==> config.mk <==
export PLATFORM = sky130hd
export DESIGN_NAME = hotkey_sequence_matcher_flat
export DESIGN_NICKNAME = d
export VERILOG_FILES = /design/src/rtl/hsm_pkg.sv /design/src/rtl/hsm_intf.sv /design/src/rtl/hsm_ram.sv /design/src/rtl/hsm_walker.sv /design/src/rtl/hotkey_sequence_matcher.sv /design/src/flat_wrapper.sv
export SDC_FILE = /design/constraint.sdc
export NUM_CORES = 2
export LEC_CHECK = 0
export ABC_CLOCK_PERIOD_IN_PS = 7170
export BUFFER_PORTS_ARGS = -buffer_cell sky130_fd_sc_hd__buf_4
export CORE_UTILIZATION = 63
export CTS_CLUSTER_SIZE = 14
export DETAILED_ROUTE_END_ITERATION = 12
export MAX_ROUTING_LAYER = met4
export PLACE_DENSITY = 0.8
export SETUP_SLACK_MARGIN = 0.1
export SLEW_MARGIN = 20
export SYNTH_ARGS = -nofsm -noshare
export SYNTH_HDL_FRONTEND = slang
export SYNTH_SLANG_ARGS = --single-unit
==> constraint.sdc <==
create_clock -name clk_i -period 7.17 [get_ports clk_i]
set_input_delay 0 -clock clk_i [delete_from_list [all_inputs] [get_ports clk_i]]
set_output_delay 0 -clock clk_i [all_outputs]
set_load 0.05 [all_outputs]
==> src/rtl/hsm_pkg.sv <==
// types and constants shared by the hotkey sequence matcher
`default_nettype none

package hsm_pkg;

  // fixed payload widths
  localparam int unsigned REQ_TYPE_W  = 2;
  localparam int unsigned KEY_W       = 10;
  localparam int unsigned STAMP_W     = 32;
  localparam int unsigned ENTRY_W     = 4;
  localparam int unsigned POS_W       = 3;
  localparam int unsigned VALUE_W     = 10;
  localparam int unsigned TIMEOUT_W   = 16;
  localparam int unsigned HIT_INDEX_W = 4;

  localparam logic [TIMEOUT_W-1:0] TIMEOUT_RESET = 16'd1000;

  // widest internal fields carried between modules
  localparam int unsigned CNT_MAX_W = 6;
  localparam int unsigned ENT_MAX_W = 8;

  typedef enum logic [REQ_TYPE_W-1:0] {
    REQ_FRAME = 2'd0,
    REQ_KEY   = 2'd1,
    REQ_LEN   = 2'd2
  } req_type_e;

  typedef enum logic [1:0] {
    ST_CLEAR,
    ST_IDLE,
    ST_WALK,
    ST_REPLY
  } hsm_state_e;

  typedef struct packed {
    logic                 start;
    logic [CNT_MAX_W-1:0] count;
    logic                 len_we;
    logic [ENT_MAX_W-1:0] len_idx;
    logic [CNT_MAX_W-1:0] len_val;
  } walk_ctl_t;

  typedef struct packed {
    logic                 done;
    logic                 hit;
    logic [ENT_MAX_W-1:0] hit_idx;
  } walk_sts_t;

endpackage

`default_nettype wire

==> src/rtl/hsm_intf.sv <==
// channel interfaces of the hotkey sequence matcher
`default_nettype none

interface hsm_req_if import hsm_pkg::*; ();
  logic                  valid;
  logic                  ready;
  logic [REQ_TYPE_W-1:0] req_type;
  logic                  modifier_pressed;
  logic [KEY_W-1:0]      pressed_key;
  logic [STAMP_W-1:0]    now_ms;
  logic [ENTRY_W-1:0]    entry_index;
  logic [POS_W-1:0]      key_position;
  logic [VALUE_W-1:0]    write_value;

  modport source (
    output valid, req_type, modifier_pressed, pressed_key, now_ms, entry_index,
           key_position, write_value,
    input  ready
  );
  modport sink (
    input  valid, req_type, modifier_pressed, pressed_key, now_ms, entry_index,
           key_position, write_value,
    output ready
  );
endinterface

interface hsm_rsp_if import hsm_pkg::*; ();
  logic                   valid;
  logic                   ready;
  logic                   hit;
  logic [HIT_INDEX_W-1:0] hit_index;
  logic                   capturing;

  modport source (output valid, hit, hit_index, capturing, input ready);
  modport sink (input valid, hit, hit_index, capturing, output ready);
endinterface

interface hsm_cfg_if import hsm_pkg::*; ();
  logic                 valid;
  logic                 ready;
  logic [TIMEOUT_W-1:0] timeout_ms;

  modport source (output valid, timeout_ms, input ready);
  modport sink (input valid, timeout_ms, output ready);
endinterface

`default_nettype wire

==> src/rtl/hsm_ram.sv <==
// generic single-write, single-read ram with registered read data
`default_nettype none

module hsm_ram #(
  parameter int unsigned WIDTH = 8,
  parameter int unsigned DEPTH = 16,
  localparam int unsigned AW = (DEPTH > 1) ? $clog2(DEPTH) : 1
) (
  input  logic             clk_i,
  input  logic             we_i,
  input  logic [AW-1:0]    waddr_i,
  input  logic [WIDTH-1:0] wdata_i,
  input  logic [AW-1:0]    raddr_i,
  output logic [WIDTH-1:0] rdata_o
);

  logic [WIDTH-1:0] mem_q [DEPTH];
  logic [WIDTH-1:0] rdata_q;

  always_ff @(posedge clk_i) begin
    if (we_i) begin
      mem_q[waddr_i] <= wdata_i;
    end
    rdata_q <= mem_q[raddr_i];
  end

  assign rdata_o = rdata_q;

endmodule

`default_nettype wire

==> src/rtl/hsm_walker.sv <==
// shortcut table walker: issues reads, compares keys, keeps lengths and last hit
`default_nettype none

module hsm_walker import hsm_pkg::*; #(
  parameter int unsigned MAX_SHORTCUTS = 16,
  parameter int unsigned MAX_SEQ_KEYS  = 8,
  parameter int unsigned KEY_CODE_BITS = 10,
  localparam int unsigned EW = (MAX_SHORTCUTS > 1) ? $clog2(MAX_SHORTCUTS) : 1,
  localparam int unsigned PW = $clog2(MAX_SEQ_KEYS),
  localparam int unsigned LW = $clog2(MAX_SEQ_KEYS + 1),
  localparam int unsigned AW = $clog2(MAX_SHORTCUTS * MAX_SEQ_KEYS),
  localparam int unsigned KW = KEY_CODE_BITS
) (
  input  logic          clk_i,
  input  logic          rst_ni,
  input  walk_ctl_t     ctl_i,
  input  logic [KW-1:0] tab_rdata_i,
  input  logic [KW-1:0] cap_rdata_i,
  output logic [AW-1:0] tab_raddr_o,
  output logic [PW-1:0] cap_raddr_o,
  output walk_sts_t     sts_o
);

  logic [LW-1:0] len_q [MAX_SHORTCUTS];
  logic [LW-1:0] count_q;

  // issue stage
  logic          iss_q;
  logic [EW-1:0] ent_q;
  logic [PW-1:0] pos_q;
  logic [AW-1:0] base_q;
  logic          last_key;
  logic          last_ent;

  // compare stage
  logic          cmp_v_q;
  logic          cmp_last_q;
  logic          cmp_end_q;
  logic [EW-1:0] cmp_ent_q;
  logic          mism_q;
  logic          mism_nx;
  logic          hit_q;
  logic [EW-1:0] hit_ent_q;
  logic          done_q;

  assign last_key = (LW'(pos_q) + LW'(1)) == count_q;
  assign last_ent = ent_q == EW'(MAX_SHORTCUTS - 1);

  assign tab_raddr_o = base_q + AW'(pos_q);
  assign cap_raddr_o = pos_q;

  always_ff @(posedge clk_i or negedge rst_ni) begin
    if (!rst_ni) begin
      for (int e = 0; e < MAX_SHORTCUTS; e++) begin
        len_q[e] <= '0;
      end
    end else if (ctl_i.len_we) begin
      len_q[EW'(ctl_i.len_idx)] <= LW'(ctl_i.len_val);
    end
  end

  always_ff @(posedge clk_i or negedge rst_ni) begin
    if (!rst_ni) begin
      iss_q   <= 1'b0;
      cmp_v_q <= 1'b0;
      done_q  <= 1'b0;
    end else begin
      cmp_v_q <= iss_q;
      done_q  <= cmp_v_q && cmp_end_q;
      if (ctl_i.start) begin
        iss_q <= 1'b1;
      end else if (iss_q && last_key && last_ent) begin
        iss_q <= 1'b0;
      end
    end
  end

  always_ff @(posedge clk_i) begin
    cmp_last_q <= last_key;
    cmp_end_q  <= last_key && last_ent;
    cmp_ent_q  <= ent_q;
    if (ctl_i.start) begin
      count_q <= LW'(ctl_i.count);
      ent_q   <= '0;
      pos_q   <= '0;
      base_q  <= '0;
    end else if (iss_q) begin
      if (last_key) begin
        pos_q  <= '0;
        base_q <= base_q + AW'(MAX_SEQ_KEYS);
        ent_q  <= ent_q + EW'(1);
      end else begin
        pos_q <= pos_q + PW'(1);
      end
    end
  end

  assign mism_nx = mism_q || (tab_rdata_i != cap_rdata_i);

  always_ff @(posedge clk_i or negedge rst_ni) begin
    if (!rst_ni) begin
      mism_q <= 1'b0;
      hit_q  <= 1'b0;
    end else if (ctl_i.start) begin
      mism_q <= 1'b0;
      hit_q  <= 1'b0;
    end else if (cmp_v_q) begin
      if (cmp_last_q) begin
        mism_q <= 1'b0;
        if (!mism_nx && (len_q[cmp_ent_q] == count_q)) begin
          hit_q <= 1'b1;
        end
      end else begin
        mism_q <= mism_nx;
      end
    end
  end

  // later entries overwrite earlier ones, so the highest match remains
  always_ff @(posedge clk_i) begin
    if (cmp_v_q && cmp_last_q && !mism_nx && (len_q[cmp_ent_q] == count_q)) begin
      hit_ent_q <= cmp_ent_q;
    end
  end

  assign sts_o.done    = done_q;
  assign sts_o.hit     = hit_q;
  assign sts_o.hit_idx = ENT_MAX_W'(hit_ent_q);

endmodule

`default_nettype wire

==> src/rtl/hotkey_sequence_matcher.sv <==
// hotkey sequence matcher top level: capture control, table writes, result register
//
//   channel  | dir | handshake     | payload
//   ---------+-----+---------------+------------------------------------------------
//   cfg_i    | in  | valid / ready | timeout_ms
//   req_i    | in  | valid / ready | req_type, modifier_pressed, pressed_key, now_ms,
//            |     |               | entry_index, key_position, write_value
//   rsp_o    | out | valid / ready | hit, hit_index, capturing
//
// table writes, frames without timeout and frames whose capture cannot match load the
// result register directly; a frame that times out with a clean capture of n >= 2 keys
// walks the key table memory one key per cycle, through every entry, before it answers
// after reset the key table is swept to zero while req_i is held off; cfg_i is always ready
// req_i is taken only while idle and the result register is empty or being drained
`default_nettype none

module hotkey_sequence_matcher import hsm_pkg::*; #(
  parameter int unsigned MAX_SHORTCUTS = 16,
  parameter int unsigned MAX_SEQ_KEYS  = 8,
  parameter int unsigned KEY_CODE_BITS = 10
) (
  input  logic       clk_i,
  input  logic       rst_ni,
  hsm_cfg_if.sink    cfg_i,
  hsm_req_if.sink    req_i,
  hsm_rsp_if.source  rsp_o
);

  localparam int unsigned PW = $clog2(MAX_SEQ_KEYS);
  localparam int unsigned LW = $clog2(MAX_SEQ_KEYS + 1);
  localparam int unsigned AW = $clog2(MAX_SHORTCUTS * MAX_SEQ_KEYS);
  localparam int unsigned KW = KEY_CODE_BITS;

  // control
  hsm_state_e state_q, state_d;
  logic [AW-1:0] clr_q;
  logic          clr_last;
  logic          clr_active;
  logic          req_ready;
  logic          req_acc;
  logic          out_free;
  logic          rsp_load_walk;

  // capture state
  logic [TIMEOUT_W-1:0] timeout_q;
  logic                 active_q;
  logic [LW-1:0]        count_q;
  logic                 ovf_q;
  logic [STAMP_W-1:0]   stamp_q;

  // frame evaluation
  logic               is_frame;
  logic               is_key;
  logic               is_len;
  logic [KW-1:0]      key_m;
  logic               act1;
  logic [STAMP_W-1:0] stamp1;
  logic [STAMP_W-1:0] stamp2;
  logic               append;
  logic               full;
  logic [LW-1:0]      cnt_app;
  logic               ovf_app;
  logic [STAMP_W-1:0] elapsed;
  logic               tmo;
  logic               act_new;
  logic               walk_start;

  // table writes
  logic          key_ok;
  logic          len_ok;
  logic [AW-1:0] key_addr;
  logic          tab_we;
  logic [AW-1:0] tab_waddr;
  logic [KW-1:0] tab_wdata;
  logic [LW-1:0] len_clamp;

  // memory and walker hookup
  logic [AW-1:0] tab_raddr;
  logic [KW-1:0] tab_rdata;
  logic [PW-1:0] cap_raddr;
  logic [KW-1:0] cap_rdata;
  logic          cap_we;
  walk_ctl_t     walk_ctl;
  walk_sts_t     walk_sts;

  // result register
  logic                   rsp_valid_q;
  logic                   rsp_hit_q;
  logic [HIT_INDEX_W-1:0] rsp_idx_q;
  logic                   rsp_cap_q;

  // configuration never stalls
  assign cfg_i.ready = 1'b1;

  always_ff @(posedge clk_i or negedge rst_ni) begin
    if (!rst_ni) begin
      timeout_q <= TIMEOUT_RESET;
    end else if (cfg_i.valid) begin
      timeout_q <= cfg_i.timeout_ms;
    end
  end

  // ---------------------------------------------------------------------------
  // request decode and frame arithmetic
  // ---------------------------------------------------------------------------
  assign is_frame = req_i.req_type == REQ_FRAME;
  assign is_key   = req_i.req_type == REQ_KEY;
  assign is_len   = req_i.req_type == REQ_LEN;

  // key codes narrower or wider than the port are masked or zero-extended
  assign key_m = KW'(req_i.pressed_key);

  // a modifier press while idle opens capture and starts the timer
  assign act1   = active_q || req_i.modifier_pressed;
  assign stamp1 = (req_i.modifier_pressed && !active_q) ? req_i.now_ms : stamp_q;

  // each key while capturing restarts the timer, also once the buffer is full
  assign append  = act1 && (key_m != '0);
  assign full    = count_q == LW'(MAX_SEQ_KEYS);
  assign stamp2  = append ? req_i.now_ms : stamp1;
  assign cnt_app = (append && !full) ? count_q + LW'(1) : count_q;
  assign ovf_app = ovf_q || (append && full);

  // wrapping elapsed time, checked on every frame
  assign elapsed = req_i.now_ms - stamp2;
  assign tmo     = elapsed > STAMP_W'(timeout_q);
  assign act_new = act1 && !tmo;

  // only a clean capture of two keys or more can match anything
  assign walk_start = is_frame && tmo && !ovf_app && (cnt_app >= LW'(2));

  // ---------------------------------------------------------------------------
  // table write decode
  // ---------------------------------------------------------------------------
  assign key_ok   = (32'(req_i.entry_index) < 32'(MAX_SHORTCUTS)) &&
                    (32'(req_i.key_position) < 32'(MAX_SEQ_KEYS));
  assign len_ok   = 32'(req_i.entry_index) < 32'(MAX_SHORTCUTS);
  assign key_addr = AW'(32'(req_i.entry_index) * 32'(MAX_SEQ_KEYS) +
                        32'(req_i.key_position));
  assign len_clamp = (32'(req_i.write_value) > 32'(MAX_SEQ_KEYS)) ?
                     LW'(MAX_SEQ_KEYS) : LW'(req_i.write_value);

  // the reset sweep owns the write port while it runs
  assign tab_we    = clr_active || (req_acc && is_key && key_ok);
  assign tab_waddr = clr_active ? clr_q : key_addr;
  assign tab_wdata = clr_active ? '0 : KW'(req_i.write_value);

  assign cap_we = req_acc && is_frame && append && !full;

  assign walk_ctl.start   = req_acc && walk_start;
  assign walk_ctl.count   = CNT_MAX_W'(cnt_app);
  assign walk_ctl.len_we  = req_acc && is_len && len_ok;
  assign walk_ctl.len_idx = ENT_MAX_W'(req_i.entry_index);
  assign walk_ctl.len_val = CNT_MAX_W'(len_clamp);

  // ---------------------------------------------------------------------------
  // sequencer
  // ---------------------------------------------------------------------------
  assign out_free = !rsp_valid_q || rsp_o.ready;
  assign clr_last = clr_q == AW'(MAX_SHORTCUTS * MAX_SEQ_KEYS - 1);
  assign req_acc  = req_i.valid && req_ready;

  always_comb begin
    state_d = state_q;
    case (state_q)
      ST_CLEAR: begin
        if (clr_last) state_d = ST_IDLE;
      end
      ST_IDLE: begin
        if (req_acc && walk_start) state_d = ST_WALK;
      end
      ST_WALK: begin
        if (walk_sts.done) state_d = ST_REPLY;
      end
      ST_REPLY: begin
        if (out_free) state_d = ST_IDLE;
      end
      default: begin
        state_d = ST_IDLE;
      end
    endcase
  end

  always_comb begin
    clr_active    = 1'b0;
    req_ready     = 1'b0;
    rsp_load_walk = 1'b0;
    case (state_q)
      ST_CLEAR: begin
        clr_active = 1'b1;
      end
      ST_IDLE: begin
        req_ready = out_free;
      end
      ST_WALK: begin
        req_ready = 1'b0;
      end
      ST_REPLY: begin
        rsp_load_walk = out_free;
      end
      default: begin
        req_ready = 1'b0;
      end
    endcase
  end

  assign req_i.ready = req_ready;

  always_ff @(posedge clk_i or negedge rst_ni) begin
    if (!rst_ni) begin
      state_q <= ST_CLEAR;
      clr_q   <= '0;
    end else begin
      state_q <= state_d;
      if (clr_active) begin
        clr_q <= clr_q + AW'(1);
      end
    end
  end

  // capture state moves only on an accepted frame; a timeout clears it
  always_ff @(posedge clk_i or negedge rst_ni) begin
    if (!rst_ni) begin
      active_q <= 1'b0;
      count_q  <= '0;
      ovf_q    <= 1'b0;
      stamp_q  <= '0;
    end else if (req_acc && is_frame) begin
      active_q <= act_new;
      count_q  <= tmo ? '0 : cnt_app;
      ovf_q    <= tmo ? 1'b0 : ovf_app;
      stamp_q  <= stamp2;
    end
  end

  // ---------------------------------------------------------------------------
  // memories and walker
  // ---------------------------------------------------------------------------
  hsm_ram #(
    .WIDTH (KW),
    .DEPTH (MAX_SHORTCUTS * MAX_SEQ_KEYS)
  ) u_tab_ram (
    .clk_i   (clk_i),
    .we_i    (tab_we),
    .waddr_i (tab_waddr),
    .wdata_i (tab_wdata),
    .raddr_i (tab_raddr),
    .rdata_o (tab_rdata)
  );

  hsm_ram #(
    .WIDTH (KW),
    .DEPTH (MAX_SEQ_KEYS)
  ) u_cap_ram (
    .clk_i   (clk_i),
    .we_i    (cap_we),
    .waddr_i (PW'(count_q)),
    .wdata_i (key_m),
    .raddr_i (cap_raddr),
    .rdata_o (cap_rdata)
  );

  hsm_walker #(
    .MAX_SHORTCUTS (MAX_SHORTCUTS),
    .MAX_SEQ_KEYS  (MAX_SEQ_KEYS),
    .KEY_CODE_BITS (KEY_CODE_BITS)
  ) u_walker (
    .clk_i       (clk_i),
    .rst_ni      (rst_ni),
    .ctl_i       (walk_ctl),
    .tab_rdata_i (tab_rdata),
    .cap_rdata_i (cap_rdata),
    .tab_raddr_o (tab_raddr),
    .cap_raddr_o (cap_raddr),
    .sts_o       (walk_sts)
  );

  // ---------------------------------------------------------------------------
  // result register
  // ---------------------------------------------------------------------------
  always_ff @(posedge clk_i or negedge rst_ni) begin
    if (!rst_ni) begin
      rsp_valid_q <= 1'b0;
    end else if (rsp_load_walk || (req_acc && !walk_start)) begin
      rsp_valid_q <= 1'b1;
    end else if (rsp_o.ready) begin
      rsp_valid_q <= 1'b0;
    end
  end

  always_ff @(posedge clk_i) begin
    if (rsp_load_walk) begin
      rsp_hit_q <= walk_sts.hit;
      rsp_idx_q <= walk_sts.hit ? HIT_INDEX_W'(walk_sts.hit_idx) : '0;
      rsp_cap_q <= 1'b0;
    end else if (req_acc && !walk_start) begin
      // non-frame transactions report the capture flag as it stands
      rsp_hit_q <= 1'b0;
      rsp_idx_q <= '0;
      rsp_cap_q <= is_frame ? act_new : active_q;
    end
  end

  assign rsp_o.valid     = rsp_valid_q;
  assign rsp_o.hit       = rsp_hit_q;
  assign rsp_o.hit_index = rsp_idx_q;
  assign rsp_o.capturing = rsp_cap_q;

endmodule

`default_nettype wire

==> src/flat_wrapper.sv <==
// flat-port wrapper written by rule: the top's interface ports become plain ports
module hotkey_sequence_matcher_flat import hsm_pkg::*;
#(
  parameter int unsigned MAX_SHORTCUTS = 16,
  parameter int unsigned MAX_SEQ_KEYS  = 8,
  parameter int unsigned KEY_CODE_BITS = 10
)
  (clk_i, rst_ni, cfg_i_valid, cfg_i_timeout_ms, cfg_i_ready, req_i_valid, req_i_req_type, req_i_modifier_pressed, req_i_pressed_key, req_i_now_ms, req_i_entry_index, req_i_key_position, req_i_write_value, req_i_ready, rsp_o_valid, rsp_o_hit, rsp_o_hit_index, rsp_o_capturing, rsp_o_ready);
  hsm_cfg_if cfg_i_i ();
  hsm_req_if req_i_i ();
  hsm_rsp_if rsp_o_i ();
  input  logic clk_i;
  input  logic rst_ni;
  input wire logic [$bits(cfg_i_i.valid)-1:0] cfg_i_valid;
  input wire logic [$bits(cfg_i_i.timeout_ms)-1:0] cfg_i_timeout_ms;
  output wire logic [$bits(cfg_i_i.ready)-1:0] cfg_i_ready;
  input wire logic [$bits(req_i_i.valid)-1:0] req_i_valid;
  input wire logic [$bits(req_i_i.req_type)-1:0] req_i_req_type;
  input wire logic [$bits(req_i_i.modifier_pressed)-1:0] req_i_modifier_pressed;
  input wire logic [$bits(req_i_i.pressed_key)-1:0] req_i_pressed_key;
  input wire logic [$bits(req_i_i.now_ms)-1:0] req_i_now_ms;
  input wire logic [$bits(req_i_i.entry_index)-1:0] req_i_entry_index;
  input wire logic [$bits(req_i_i.key_position)-1:0] req_i_key_position;
  input wire logic [$bits(req_i_i.write_value)-1:0] req_i_write_value;
  output wire logic [$bits(req_i_i.ready)-1:0] req_i_ready;
  output wire logic [$bits(rsp_o_i.valid)-1:0] rsp_o_valid;
  output wire logic [$bits(rsp_o_i.hit)-1:0] rsp_o_hit;
  output wire logic [$bits(rsp_o_i.hit_index)-1:0] rsp_o_hit_index;
  output wire logic [$bits(rsp_o_i.capturing)-1:0] rsp_o_capturing;
  input wire logic [$bits(rsp_o_i.ready)-1:0] rsp_o_ready;
  assign cfg_i_i.valid = cfg_i_valid;
  assign cfg_i_i.timeout_ms = cfg_i_timeout_ms;
  assign cfg_i_ready = cfg_i_i.ready;
  assign req_i_i.valid = req_i_valid;
  assign req_i_i.req_type = req_i_req_type;
  assign req_i_i.modifier_pressed = req_i_modifier_pressed;
  assign req_i_i.pressed_key = req_i_pressed_key;
  assign req_i_i.now_ms = req_i_now_ms;
  assign req_i_i.entry_index = req_i_entry_index;
  assign req_i_i.key_position = req_i_key_position;
  assign req_i_i.write_value = req_i_write_value;
  assign req_i_ready = req_i_i.ready;
  assign rsp_o_valid = rsp_o_i.valid;
  assign rsp_o_hit = rsp_o_i.hit;
  assign rsp_o_hit_index = rsp_o_i.hit_index;
  assign rsp_o_capturing = rsp_o_i.capturing;
  assign rsp_o_i.ready = rsp_o_ready;
  hotkey_sequence_matcher #(.MAX_SHORTCUTS(MAX_SHORTCUTS), .MAX_SEQ_KEYS(MAX_SEQ_KEYS), .KEY_CODE_BITS(KEY_CODE_BITS)) u_core (.clk_i(clk_i), .rst_ni(rst_ni), .cfg_i(cfg_i_i), .req_i(req_i_i), .rsp_o(rsp_o_i));
endmodule
# Yosys cells after proc, flatten, opt, wreduce, memory -nomap -nowiden

Memory sizes are Yosys's and may differ from the RTL's. A register that Yosys moved wholly into a read port is not among the register bits.
Index checks and enable logic that the tools add are counted.

Bits in registers: 167
Bits in writable memories: 1,360
Input port bits: 83
Logic and storage cells: 168
Memories kept: 2

$add $sub $neg: 9
Magnitude comparators: 6
Equal/unequal tests: 15
Mux-type cells: 44
Bitwise gates (word level): 2
Reduce and logical (&&, ||, !) cells: 50

Memories:

| memory                 | depth | width | read ports | clocked after Yosys merged registers in | wr ports | line          | text |
|---|---|---|---|---|---|---|---|
| u_core.u_tab_ram.mem_q | 128   | 10    | 1          | 1                                       | 1        | hsm_ram.sv:17 | `logic [WIDTH-1:0] mem_q [DEPTH];` |
| u_core.u_cap_ram.mem_q | 8     | 10    | 1          | 1                                       | 1        | hsm_ram.sv:17 |  |

Operator list:

| kind                                                      | count |
|---|---|
| bitwise mux 64 bit                                        | 1 |
| 2-to-1 mux 32 bit                                         | 2 |
| 2-to-1 mux 4 bit                                          | 9 |
| > comparator 32 x 16 -> 1 bit                             | 1 |
| subtractor 32 bit                                         | 1 |
| logical AND 1 bit                                         | 25 |
| 2-to-1 mux 1 bit                                          | 22 |
| binary-select mux 4 bit (select 4 bit)                    | 1 |
| demux 4 bit (select 4 bit)                                | 1 |
| adder 7 x 3 -> 7 bit                                      | 2 |
| nonzero test 2 bit                                        | 6 |
| greater-or-equal comparator 5 bit (second input constant) | 2 |
| > comparator 10 x 4 -> 1 bit (second input constant)      | 1 |
| 2-to-1 mux 10 bit                                         | 1 |
| != test 10 bit                                            | 1 |
| inverter 4 -> 5 bit                                       | 2 |
| nonzero test 10 bit                                       | 1 |
| adder 4 x 1 -> 4 bit (second input constant)              | 2 |
| equality test 4 bit                                       | 2 |
| equality test 4 bit (second input constant)               | 2 |
| 2-to-1 mux 2 bit                                          | 4 |
| one-hot mux 2 bit (4 select lines)                        | 1 |
| adder 7 x 1 -> 7 bit (second input constant)              | 1 |
| adder 7 x 4 -> 7 bit (second input constant)              | 1 |
| 17 further kinds                                          | 34 |

# Logic depth before layout (Yosys ltp)

Depth in word-level cells: 13
Mapped depth: 28

# Modules after synthesis

A second synthesis with hierarchy kept.

Cell total of the unflattened synthesis: 3,178
Area, all modules: 63,310.7 um^2

By module, submodules not included:

| module                      | instances | cells each | area each (um^2) | sequential area each (um^2) |
|---|---|---|---|---|
| hsm_ram at u_core.u_tab_ram | 1         | 1,998      | 49,354.8         | 38,637.1 |
| hotkey_sequence_matcher     | 1         | 717        | 6,246.0          | 1,779.2 |
| hsm_walker                  | 1         | 325        | 4,376.7          | 2,307.2 |
| hsm_ram at u_core.u_cap_ram | 1         | 138        | 3,333.2          | 2,602.5 |

# Worst setup path before layout

No wires, ideal clock.

Path type: reg2reg
Start: register u_core.active_q
End: register u_core.rsp_hit_q, in the netlist u_core.rsp_o.hit, enable pin
Arrival time: 5,860 ps
Data required time: 6,870 ps
Path slack: 1,010 ps
Cell stages (with the launch flop): 27
Buffers on the path: 3
Path through: dfrtp_1 -> nor2_1 -> a41oi_4 -> clkbuf_1 -> clkbuf_1 -> mux2i_1 -> ha_1 -> a21oi_1 -> o21ai_0 -> a21oi_1 -> a2bb2oi_1 -> nor2_1 -> o21ai_0 -> xor2_1 -> ha_1 -> nand4_1 -> or4_1 -> o31ai_1 -> a31oi_1 -> a2111oi_0 -> o211a_1 -> o211ai_1 -> nor4_1 -> nand2_1 -> buf_6 -> a21oi_1 -> or2_2

Cells in the longest elaborated chain, start to end: 12
Elaborated cells between the ends (all ways): 20
Those cells by class: add/sub (1); order compare (2); mux (3); reduce/logical (14)

RTL lines:

| what                                  | line                           | text |
|---|---|---|
| from (decl)                           | hotkey_sequence_matcher.sv:46  | `logic active_q;` |
| from (signal assigned)                | hotkey_sequence_matcher.sv:229 | `active_q <= act_new;` |
| zero test 1 bit                       | hotkey_sequence_matcher.sv:115 | `assign stamp1 = (req_i.modifier_pressed && !active_q) ? req_i.now_ms : stamp_q;` |
| logical AND 1 bit                     | hotkey_sequence_matcher.sv:115 |  |
| 2-to-1 mux 32 bit                     | hotkey_sequence_matcher.sv:115 |  |
| 2-to-1 mux 32 bit                     | hotkey_sequence_matcher.sv:120 | `assign stamp2 = append ? req_i.now_ms : stamp1;` |
| subtractor 32 bit                     | hotkey_sequence_matcher.sv:125 | `assign elapsed = req_i.now_ms - stamp2;` |
| > comparator 32 x 16 -> 1 bit         | hotkey_sequence_matcher.sv:126 | `assign tmo = elapsed > STAMP_W'(timeout_q);` |
| logical AND 1 bit (2 in series)       | hotkey_sequence_matcher.sv:130 | `assign walk_start = is_frame && tmo && !ovf_app && (cnt_app >= LW'(2));` |
| logical AND 1 bit *                   | hotkey_sequence_matcher.sv:130 |  |
| zero test 1 bit *                     | hotkey_sequence_matcher.sv:296 | `end else if (req_acc && !walk_start) begin` |
| logical AND 1 bit *                   | hotkey_sequence_matcher.sv:296 |  |
| nonzero test 2 bit (no source line) * | -                              |  |
| to (signal assigned)                  | hotkey_sequence_matcher.sv:293 | `rsp_hit_q <= walk_sts.hit;` |
| to (decl)                             | hotkey_sequence_matcher.sv:88  | `logic rsp_hit_q;` |

Mark *: on every way between the ends. The rest lies on a longest branch, timed or not.
A chain may end at the register's enable or synchronous reset.

# Worst setup path after layout

Start: register u_core.active_q
End: register u_core.u_walker.mism_q

Cells in the longest elaborated chain, start to end: 11
Elaborated cells between the ends (all ways): 20
Those cells by class: add/sub (1); order compare (2); mux (4); reduce/logical (13)

RTL lines:

| what                                                   | line                           | text |
|---|---|---|
| zero test 1 bit                                        | hotkey_sequence_matcher.sv:115 |  |
| logical AND 1 bit                                      | hotkey_sequence_matcher.sv:115 |  |
| 2-to-1 mux 32 bit                                      | hotkey_sequence_matcher.sv:115 |  |
| 2-to-1 mux 32 bit *                                    | hotkey_sequence_matcher.sv:120 |  |
| net u_core.stamp2[1]                                   | hotkey_sequence_matcher.sv:58  | `logic [STAMP_W-1:0] stamp2;` |
| subtractor 32 bit *                                    | hotkey_sequence_matcher.sv:125 |  |
| > comparator 32 x 16 -> 1 bit *                        | hotkey_sequence_matcher.sv:126 |  |
| logical AND 1 bit * (3 in series)                      | hotkey_sequence_matcher.sv:130 |  |
| logical AND 1 bit *                                    | hotkey_sequence_matcher.sv:150 | `assign walk_ctl.start = req_acc && walk_start;` |
| 2-to-1 mux 1 bit or nonzero test 2 bit (tied branches) | -                              |  |
| to (signal assigned)                                   | hsm_walker.sv:114              | `mism_q <= mism_nx;` |
| to (decl)                                              | hsm_walker.sv:40               | `logic mism_q;` |

Mark *: on every way through the listed nets, which the timed path passes. The rest lies on a longest branch.

==> key figures <==
Run status
  • Run status: finished clean

Global route
  • GRT busiest layer: met2
  • First-pass GRT wire length: 240000 um
  • Gr usage total: 34.1%
  • Vias in the first global route: 34800
  • Met3 usage in global routing: 6.88%
  • Met2 Use GR: 54.1%
  • Met1 usage in global routing: 44.0%
  • GRT Residual Overflow: 0
  • Largest net degree at the start of global routing: 181
  • Antenna violations before repair: 12

Logic synthesis
  • Sequential element share of the synthesized area: 72.1%
  • Gate Count Post-Synth: 3162
  • Yosys cell types: 87
  • Async S/R FF share, synth: 8.61%
  • Top area cells in the synthesized netlist: edfxtp_1 (66%), mux4_2 (16%), dfrtp_1 (5.1%), mux2_2 (1.8%), nor2_1 (1.4%)
  • Synth Cell Area: 62900 um^2
  • Syn Nets: 3301
  • EDFF count, synth: 1373
  • Dominant synthesized flop cell: edfxtp_1
  • Syn avg cell area: 19.9 um^2
  • Flop and latch count out of synthesis: 1544
  • Share of the synthesized area in the top cell type: 65.6%
  • Area leader, netlist: edfxtp_1
  • Synth Warn #: 0

Clocking
  • Post-CTS setup buffers: 0
  • Clock root cell: clkbuf_16
  • Worst skew pair latency: 0.77 ns
  • Clock Path Buffers: 3
  • Worst-path clk slew: 0.06 ns
  • TritonCTS buffer count: 148
  • CTS H-tree lvls: 4
  • CTS tree: built
  • CTS sink cnt: 1544

Timing
  • Finish-stage setup viols: 0
  • Final period util: 91.1%
  • Worst-Margin Slew: 1.20 ns
  • Final max-slew violation count: 0
  • Clock Skews: 0.0230 ns
  • Fin crit period: 6.53 ns
  • Setup TNS: 0 ns
  • Fmax achieved: 153 MHz
  • Fin. Hold Viols: 0
  • Relative slew margins: 19.5%
  • Final WS setup: 0.638 ns
  • RSZ-0062 raised after global routing: false

Layout
  • Design area: 71300 um^2
  • Final net count: 3582
  • Final core utilization: 72.3%
  • Most frequent cells in the layout: edfxtp_1 (1373), mux4_2 (460), nor2_1 (208)
  • Multi-input gate area: 17000 um^2
  • Fillers: 5193
  • Synth-to-Final Area Change: 13.4%
  • Share of layout cells above drive strength 1: 27.2%
  • Sequential Area: 45300 um^2
  • Commonest non-fill, non-tap cell in the layout: edfxtp_1

Die
  • DIE AREA: 101000 um^2
  • Die width: 318 um
  • Initial Utilization: 63.8%
  • # IOs: 92
  • Placeable Area: 98600 um^2
  • Die H: 318 um
  • Number of core rows: 115

Routing
  • DRT iter0 DRCs: 4601
  • Drt drc: 0
  • Via-per-instance ratio: 7.00
  • Routed Antenna Nets: 0
  • Final wirelength: 163000 um
  • DR WL/cell: 33.5 um
  • Pre-Repair DR Iteration Count: 8
  • Via count: 34000

Critical path
  • CP startpoint: u_core.active_q
  • Buf/Inv on CP: 3
  • CP max-delay cell: or4_1
  • FF-to-FF Start: u_core.active_q
  • Critical path startpoint category: flip-flop
  • Type of the worst setup path: reg2reg
  • Reg2Reg Depth: 25
  • Critical path endpoint category: flip-flop
  • RR Endpoint: u_core.u_walker.mism_q
  • CP Data Required Time: 7.81 ns
  • Data arrival, critical path: 7.17 ns
  • WP depth: 25
  • Register-to-register setup slack: 0.64 ns
  • Max incr delay on CP: 0.56 ns
  • CP top delay family: compound AO/OA/AOI/OAI gates
  • Worst-path fanout max: 18
  • CP endpoint: u_core.u_walker.mism_q

Place
  • Pre-CTS setup slack: 0.230 ns
  • Gpl congestion: 0.933
  • PortBufs: 90
  • Post-DP HPWL: 88000 um
  • Placed inst area: 65100 um^2

Power
  • Pwr Density: 250 nW/um^2
  • Lkg Pwr: 22.2 nW
  • Peak supply drop: 0.000264 V

Worst hold path
  • Hold WC Path Type: in2reg

Flow run
  • Max Cap Violations: 0
stage by stage:
step                      power (mW)  hold WS [ns]  cells
after global routing            18.3        0.0293   4856
after global placement          10.3        0.0743   4435
final                           17.9        0.0451   4857
after floorplan                 10.1        -0.296   3162
after detailed placement        10.3        0.0933   4437
after CTS                       17.9       0.00224   4847
worst min-delay path: stages:
cell and delay, ns:
dlygate4sd3_1 0.53, buf_4 0.11, mux2_2 0.13
registers in the layout, indices dropped and copies added, names as in the netlist, 2 cells and up:
register                     cells
u_core.u_cap_ram.mem_q          80
u_core.u_walker.cmp_ent_q        4
u_core.stamp_q                  32
u_core.u_tab_ram.mem_q        1280
u_core.u_cap_ram.rdata_o        10
u_core.u_walker.hit_ent_q        4
u_core.u_walker.ent_q            4
u_core.timeout_q                16
u_core.rsp_o.hit_index           4
u_core.u_walker.count_q          4
u_core.state_q                   2
u_core.u_walker.base_q           4
u_core.clr_q                     7
u_core.count_q                   4
u_core.u_walker.len_q           64
u_core.u_walker.cap_raddr_o      3
u_core.u_tab_ram.rdata_o        10
how the worst min path moves through the flow:
| stage | cells after the start | startpoint | slack [ns] | to |
|---|---|---|---|---|
| 6_report | 3 | req_i_now_ms[31] | 0.05 | u_core.stamp_q[31] |
| 5_1_grt | 3 | req_i_now_ms[31] | 0.03 | u_core.stamp_q[31] |
| 4_1_cts | 3 | req_i_now_ms[31] | 0.002 | u_core.stamp_q[31] |
| 3_5_place_dp | 1 | rst_ni | 0.09 | u_core.u_walker.len_q[0] |
| 3_3_place_gp | 1 | rst_ni | 0.07 | u_core.u_walker.len_q[6] |
| 2_1_floorplan | 0 | rst_ni | -0.30 | u_core.active_q |
cell type report:
| class | count | area share, % |
|---|---|---|
| Sequential cell | 1544 | 63.6 |
| Multi-Input combinational cell | 1422 | 23.8 |
| Clock buffer | 198 | 5.63 |
| Timing Repair Buffer | 281 | 3.61 |
| Tap cell | 1287 | 2.26 |
| Clock inverter | 70 | 0.844 |
| Inverter | 46 | 0.242 |
| Antenna cell | 9 | 0.0316 |
cell families after synthesis:
| family | count (synthesis) | share of synthesized area [%] |
|---|---|---|
| xor gates and xnor gates | 49 | 0.683 |
| DFF | 1544 | 72.1 |
| muxes | 593 | 18.8 |
| adders and majority gates | 57 | 1.14 |
| AOI/OAI and AO/OA | 237 | 2.53 |
| buffers and inverters | 196 | 1.20 |
| other | 1 | 0.00596 |
| and+or+nand+nor | 485 | 3.55 |
cells in the mapped netlist (6+ instances only):
cell type	instances
a21o_1	17
a21oi_1	73
a31oi_1	8
and2_1	9
and3_1	6
buf_1	40
clkbuf_1	104
dfrtp_1	127
dfstp_2	6
dfxtp_1	38
edfxtp_1	1373
ha_1	55
inv_1	46
mux2_2	102
mux2i_1	31
mux4_2	460
nand2_1	99
nand2b_1	17
nand3_1	24
nand4_1	20
nor2_1	229
nor2b_1	22
nor3_1	20
nor4_1	7
o211ai_1	9
o21a_1	11
o21ai_0	48
o22ai_1	8
o31ai_1	9
xnor2_1	22
xor2_1	27
report_power, final:
part / switching, mW / total (mW) / internal (mW) / leakage [nW]
Sequential: 0.00786 / 9.68 / 9.67 / 13.6
Combinational: 0.292 / 0.520 / 0.229 / 6.26
Clock: 3.42 / 7.66 / 4.24 / 2.25
Total: 3.72 / 17.9 / 14.1 / 22.2
per-layer routing:
layer | vias to the layer above | share of wire [%]
li1 | 13500 | -
met1 | 17600 | 36
met2 | 2451 | 50
met3 | 420 | 10
met4 | 0 | 4.2
met5 | - | 0
repair_timing:
action | 4_1_cts | 5_1_grt
resized for setup | 0 | 3
hold endpoints to repair | 564 | 0
endpoints found under the setup margin | 0 | 15
hold buffers | 142 | 0
Power figures use the tool's default switching activity.
